**src/rtl/core/qrpt_pkg.sv**
```systemverilog
// ----------------------------------------------------------------------------
// qrpt_pkg
// Types, register indexes and saturation helpers shared by the rigid point
// transform unit.
// ----------------------------------------------------------------------------
package qrpt_pkg;

    localparam int NUM_REGS  = 7;
    localparam int CFG_IDX_W = 3;

    localparam logic [CFG_IDX_W-1:0] REG_OFFSET_X = 3'd0;
    localparam logic [CFG_IDX_W-1:0] REG_OFFSET_Y = 3'd1;
    localparam logic [CFG_IDX_W-1:0] REG_OFFSET_Z = 3'd2;
    localparam logic [CFG_IDX_W-1:0] REG_QUAT_X   = 3'd3;
    localparam logic [CFG_IDX_W-1:0] REG_QUAT_Y   = 3'd4;
    localparam logic [CFG_IDX_W-1:0] REG_QUAT_Z   = 3'd5;
    localparam logic [CFG_IDX_W-1:0] REG_QUAT_W   = 3'd6;

    localparam logic signed [31:0] QUAT_W_RESET = 32'sh4000_0000;   // 1.0 in Q2.30

    // cycles from a register write to a settled rotation matrix
    localparam int MAT_LAT  = 3;
    localparam int SETTLE_W = $clog2(MAT_LAT + 1);

    localparam logic signed [36:0] SAT32_MAX = 37'sd2147483647;
    localparam logic signed [36:0] SAT32_MIN = -37'sd2147483648;

    typedef struct packed {
        logic signed [31:0] quat_w;
        logic signed [31:0] quat_z;
        logic signed [31:0] quat_y;
        logic signed [31:0] quat_x;
        logic [2:0][31:0]   offset;
    } cfg_t;

    // rotation matrix, Q2.30, entry r*3+c
    typedef logic [8:0][31:0] mat_t;

    // beat layouts, last-declared field (pos_x) in the lowest bits
    typedef struct packed {
        logic [31:0]        inten_bits;
        logic [31:0]        curv_bits;
        logic signed [15:0] norm_z;
        logic signed [15:0] norm_y;
        logic signed [15:0] norm_x;
        logic signed [31:0] pos_z;
        logic signed [31:0] pos_y;
        logic signed [31:0] pos_x;
    } in_item_t;

    typedef struct packed {
        logic [31:0]        out_inten_bits;
        logic [31:0]        out_curv_bits;
        logic signed [15:0] out_norm_z;
        logic signed [15:0] out_norm_y;
        logic signed [15:0] out_norm_x;
        logic signed [31:0] out_pos_z;
        logic signed [31:0] out_pos_y;
        logic signed [31:0] out_pos_x;
    } out_item_t;

    function automatic logic signed [31:0] sat32(input logic signed [36:0] v);
        logic signed [31:0] r;
        if (v > SAT32_MAX)
            r = 32'sh7FFF_FFFF;
        else if (v < SAT32_MIN)
            r = 32'sh8000_0000;
        else
            r = v[31:0];
        return r;
    endfunction

endpackage

```
**src/rtl/core/qrpt_cfg_regs.sv**
```systemverilog
// ----------------------------------------------------------------------------
// qrpt_cfg_regs
// Pose registers and the settle counter that covers the matrix rebuild.
// ----------------------------------------------------------------------------
module qrpt_cfg_regs (
    input  logic                           clk,
    input  logic                           rst_n,
    input  logic                           cfg_we,
    input  logic [qrpt_pkg::CFG_IDX_W-1:0] cfg_index,
    input  logic [31:0]                    cfg_data,
    output qrpt_pkg::cfg_t                 cfg,
    output logic                           settled
);
    import qrpt_pkg::*;

    cfg_t                cfg_reg;
    logic [SETTLE_W-1:0] settle_reg;

    always_ff @(posedge clk or negedge rst_n)
    begin
        if (!rst_n)
        begin
            cfg_reg.offset <= '0;
            cfg_reg.quat_x <= '0;
            cfg_reg.quat_y <= '0;
            cfg_reg.quat_z <= '0;
            cfg_reg.quat_w <= QUAT_W_RESET;
            settle_reg     <= SETTLE_W'(MAT_LAT);
        end
        else
        begin
            if (cfg_we)
            begin
                settle_reg <= SETTLE_W'(MAT_LAT);
                unique case (cfg_index)
                    REG_OFFSET_X: cfg_reg.offset[0] <= cfg_data;
                    REG_OFFSET_Y: cfg_reg.offset[1] <= cfg_data;
                    REG_OFFSET_Z: cfg_reg.offset[2] <= cfg_data;
                    REG_QUAT_X:   cfg_reg.quat_x    <= cfg_data;
                    REG_QUAT_Y:   cfg_reg.quat_y    <= cfg_data;
                    REG_QUAT_Z:   cfg_reg.quat_z    <= cfg_data;
                    REG_QUAT_W:   cfg_reg.quat_w    <= cfg_data;
                    default:      ;   // unused index: write dropped
                endcase
            end
            else if (settle_reg != '0)
            begin
                settle_reg <= settle_reg - 1'b1;
            end
        end
    end

    assign cfg     = cfg_reg;
    assign settled = (settle_reg == '0);

endmodule

```
**config.mk**
```make
export PLATFORM = sky130hd
export DESIGN_NAME = qrpt_cfg_regs
export DESIGN_NICKNAME = d
export VERILOG_FILES = /design/src/rtl/core/qrpt_pkg.sv /design/src/rtl/core/qrpt_cfg_regs.sv
export SDC_FILE = /design/constraint.sdc
export NUM_CORES = 1
export LEC_CHECK = 0
export BUFFER_PORTS_ARGS = -buffer_cell sky130_fd_sc_hd__clkbuf_2
export CORE_MARGIN = 2
export CORE_UTILIZATION = 40
export CTS_BUF_LIST = sky130_fd_sc_hd__clkbuf_4
export CTS_CLUSTER_DIAMETER = 40
export DETAILED_ROUTE_END_ITERATION = 12
export PLACE_DENSITY = 0.75
export SYNTH_ARGS = -nofsm -noshare
export SYNTH_HDL_FRONTEND = slang
export SYNTH_SLANG_ARGS = --single-unit
```
**constraint.sdc**
```tcl
create_clock -name clk -period 1.85 [get_ports clk]
set_clock_uncertainty 0.05 [all_clocks]
set_input_delay 0.555 -clock clk [delete_from_list [all_inputs] [get_ports clk]]
set_output_delay 0.555 -clock clk [all_outputs]
set_load 0.02 [all_outputs]
```
== Word-level counts from Yosys, hierarchy flattened ==
Index checks and enable logic that the tools add are counted.
Storage, ports and cells
  bits of input ports: 38
  register bits after elaboration: 226
  output and inout bits: 225
  word-level logic and storage cells: 28
Operators by class
  eq/ne operators: 6
  multiplexer cells: 2
  $add $sub $neg: 1
  reduce and logical (&&, ||, !) cells: 11
Operators with widths (count)
  $reduce_and 2->1: 7
  $eq 3x3->1 const B: 3
  $eq 3x2->1 const B: 2
  $mux 2: 2
  $reduce_bool 2->1: 2
  $eq 3x1->1 const B: 1
  $logic_not 3->1: 1
  $logic_not 2->1: 1
  $sub 2x1->2 const B: 1

== Longest topological paths before layout ==
  word-level depth: 3
  mapped depth: 5
  mapped depth without buffers: 4

== Worst setup path before layout ==
Ideal clock, no wire load.
  kind: input to register
  start point: input port cfg_index[2] in the netlist's numbering
  end point: register cfg_reg, in the netlist cfg[10]
  stages: 4
  path buffers: 2
  path slack: 44 ps
  arrival: 1632 ps
  data required time: 1675 ps
  setup time: 125 ps
  path through: buf_2 nor4b_4 buf_6 mux2_2
On the way
  cells in the longest elaborated chain, start to end: 2
Ends and longest elaborated chain
  from (decl): line qrpt_cfg_regs.sv:9  | input logic [qrpt_pkg::CFG_IDX_W-1:0] cfg_index,
  $logic_not 3->1: line qrpt_cfg_regs.sv:35  | unique case (cfg_index)
  $reduce_and 2->1 (no line)
  to (decl): line qrpt_cfg_regs.sv:16  | cfg_t cfg_reg;
Every way passes these cells.
A chain may end at the register's enable or synchronous reset.

== Final worst setup path ==
  start point: register settle_reg[0]
  end point: output port settled
On the way
  cells in the longest elaborated chain, start to end: 1
Ends and longest elaborated chain
  from (decl): line qrpt_cfg_regs.sv:17  | logic [SETTLE_W-1:0] settle_reg;
  from (signal assigned): line qrpt_cfg_regs.sv:28  | settle_reg <= SETTLE_W'(MAT_LAT);
  from (signal assigned): line qrpt_cfg_regs.sv:34  | settle_reg <= SETTLE_W'(MAT_LAT);
  from (signal assigned): line qrpt_cfg_regs.sv:48  | settle_reg <= settle_reg - 1'b1;
  $logic_not 2->1: line qrpt_cfg_regs.sv:54  | assign settled = (settle_reg == '0);
  to (decl): line qrpt_cfg_regs.sv:12  | output logic settled
Every way passes these cells.

==> results by group <==
Status
  – Status: finished, violations left
  – Failing checks: setup timing

Global route
  – Vias in the first global route: between 5,000 and 6,000
  – Grt total ovfl: 0
  – Initial antenna violation count: 1
  – Global-route wire length before repair: around 33,000 um
  – Tot GR Track Use: a little under a fifth
  – Largest net degree at the start of global routing: 56

CTS
  – CTS tree: done
  – Total number of H-tree levels: 2
  – Worst-Skew Late Latency: 0.65 ns
  – Clock Tree Buf Depth: 3
  – Total CTS buffers: 59
  – # clock sinks: 226
  – Root Driver: clkbuf_4
  – Clk slew on worst S/H paths: around 0.070 ns

Critical path
  – CP Launch Type: flop
  – Crit Path Category: flop to output port
  – Arrival time worst endpoint: 1.53 ns
  – CP Max Fanout: 2
  – FF-to-FF Start: settle_reg[0]$_DFFE_PN1P_
  – Critical Path Source: settle_reg[0]$_DFFE_PN1P_
  – Critical path data required time: ~1.2 ns
  – CP Capture Type: output port

Yosys
  – Leading cell types by total area after synthesis: dfrtp_1 (65%), mux2_2 (27%), mux2_1 (2.5%)
  – Syn nets: between 500 and 600
  – Cells after synthesis: approximately 490
  – Sequential share of the synthesized area: 66.35%
  – Synth cell types: 16
  – Syn avg cell area: roughly 17 sq um
  – Post-synth top area cell: dfrtp_1
  – Synthesized flop and latch total: between 200 and 250
  – Yosys warnings: 0
  – Synthesized area: between 0.008 and 0.009 sq mm
  – Synth top area share: approximately two thirds

Placed design
  – Dpl hpwl: around 14,000 um
  – Setup WS pre-CTS: -0.2083 ns
  – Gp weighted congestion: a little under 0.8
  – Post-Place Cells: slightly above 1,000
  – IO buf count: 262
  – Placed instance area: ~0.010 sq mm

STA
  – Fmax: 467.6 MHz
  – Final Critical Period: 2.139 ns
  – Fin. Hold Viols: 0
  – Setup violators final: 3
  – Pins Over Slew Limit: 0
  – Final Worst Setup Slack: -0.2886 ns
  – Slew HR: between 70% and 80%
  – RSZ-0062 raised after global routing: true
  – Tcrit/Tclk final: 115.6%
  – Worst-Margin Slew: 0.3910 ns

Cells and area
  – Largest register FFs: between 200 and 250
  – Design area: 0.01294 sq mm
  – Fillers: around 1,500
  – Share of the core filled with cells: around 60%
  – Layout Cells excl Fill: 1,176
  – Share of layout cells above drive strength 1: 70.89%
  – Area growth syn-to-layout: 51.72%
  – Final-stage net count: 901

Pwr
  – PwrDens: ~1300 mW/mm^2
  – VDD IR max: 645.1 uV
  – Pleak: roughly 0.0061 uW
  – Total power: around 17,000 uW

Detailed routing
  – Final ANT Viol Nets: 0
  – Per-cell routed wire length: roughly 20 um
  – DR vias/cell: 4.931
  – DRC errors left: 0
  – 1st-iter DRT viols: 139
  – TritonRoute pass-1 iters: 4
  – Vias: roughly 5,800
  – Drt total wl: about 24,000 um

Floorplanning
  – Row count: 53
  – Core area: 0.02096 sq mm
  – Die Y: 150.0 um
  – DIE WIDTH: between 150 and 200 um
  – Initial Util: between 40% and 50%
  – Ports: 263
  – Die area: approximately 0.023 sq mm

Worst hold path
  – Worst hold start: cfg_data[23]
  – Hold Crit Class: primary input to flop

Flow run
  – Max-cap violation count: 0
-- power breakdown --
group	internal, uW	switching (uW)	total [uW]
Clock	1990	2000	4000
Sequential	6060	850	6910
Combinational	3230	2600	5830
Total	11300	5450	16700
-- final cells by class --
type / count / area (sq um) / area share, %
inverters: 2 / 7.507 / 0.05801
clock inverters: 19 / 76.32 / 0.5898
flip-flops and latches: 226 / 5659 / 43.73
multi-input cells: 236 / 2700 / 20.86
clock buffers: 80 / 600.6 / 4.641
repair buffers: 337 / 3551 / 27.44
diodes: 1 / 2.502 / 0.01934
well taps: 275 / 344.1 / 2.659
-- metal layers --
metal	part of all wire, %	GRT usage [%]	routed length (um)
met2	52	32.19	12440
met5	0	0	0
met4	4.1	8.443	980
met3	6.1	4.878	1457
met1	38	22.80	9080
-- cell families (layout without fill, tap and decap cells) --
logic type	Yosys count	count (layout)	synth area share [%]
mux	224	224	29.57
xor+xnor	1	1	0.1027
compound gates	1	1	0.1027
other cells	0	1	0
buf+inv	30	438	2.670
flops	226	226	66.35
fa+ha+maj	1	1	0.1467
simple gates	9	9	1.056
-- cells in the mapped netlist --
master and n:
dfrtp_1 223, mux2_2 205, mux2_1 19, buf_2 14, buf_6 12, dfstp_2 3, nand4b_1 3, nor4bb_1 3
buf_4 2, inv_1 2, a211o_1 1, ha_1 1, nand2b_1 1, nor2_1 1, nor4b_4 1, xor2_1 1
-- worst max-delay path, cell delays in order (launching register included) --
cell	delay (ns)
dfstp_2	0.55
inv_2	0.05
ha_4	0.16
buf_8	0.13
-- stage by stage --
step	TNS, ns	hold slack (ns)
floorplan	0	0.2094
global route	-7.153	0.1285
finish	-0.3430	0.1792
global placement	-12.86	0.4079
CTS	-2.472	0.1087
detailed placement	-20.89	0.4131
-- worst paths after layout --
| kind | endpoint | slack, ns | cells past startpoint |
|---|---|---|---|
| max | settled | -0.29 | 3 |
| min | cfg[183]$_DFFE_PN0P_ | 0.18 | 2 |
| max reg2reg | settle_reg[1]$_DFFE_PN1P_ | 0.48 | 5 |
| min reg2reg | cfg[123]$_DFFE_PN0P_ | 0.45 | 1 |
| max in group asynchronous | settle_reg[0]$_DFFE_PN1P_ | 0.79 | 3 |
| min in group asynchronous | cfg[183]$_DFFE_PN0P_ | 0.31 | 2 |
-- cells in the final DEF, fill, tap and decap left out, drive strengths merged --
master / instances
xor2: 1
ha: 1
clkinv: 16
nor4bb: 3
mux2: 224
clkbuf: 149
a211o: 1
nor2: 1
diode: 1
buf: 267
nand2b: 1
inv: 5
dfstp: 3
nor4b: 1
nand4b: 3
dfrtp: 223
dlygate4sd3: 1
-- timing repair --
item	in CTS	in global routing
buffers inserted	20	26
endpoints found under the setup margin	150	223
hold buffers	1	0
hold endpoints to repair	59	0
gates resized for setup	98	542
cloned	0	0
pin swaps	1	1
No activity file was read; power rests on OpenSTA's default activity.
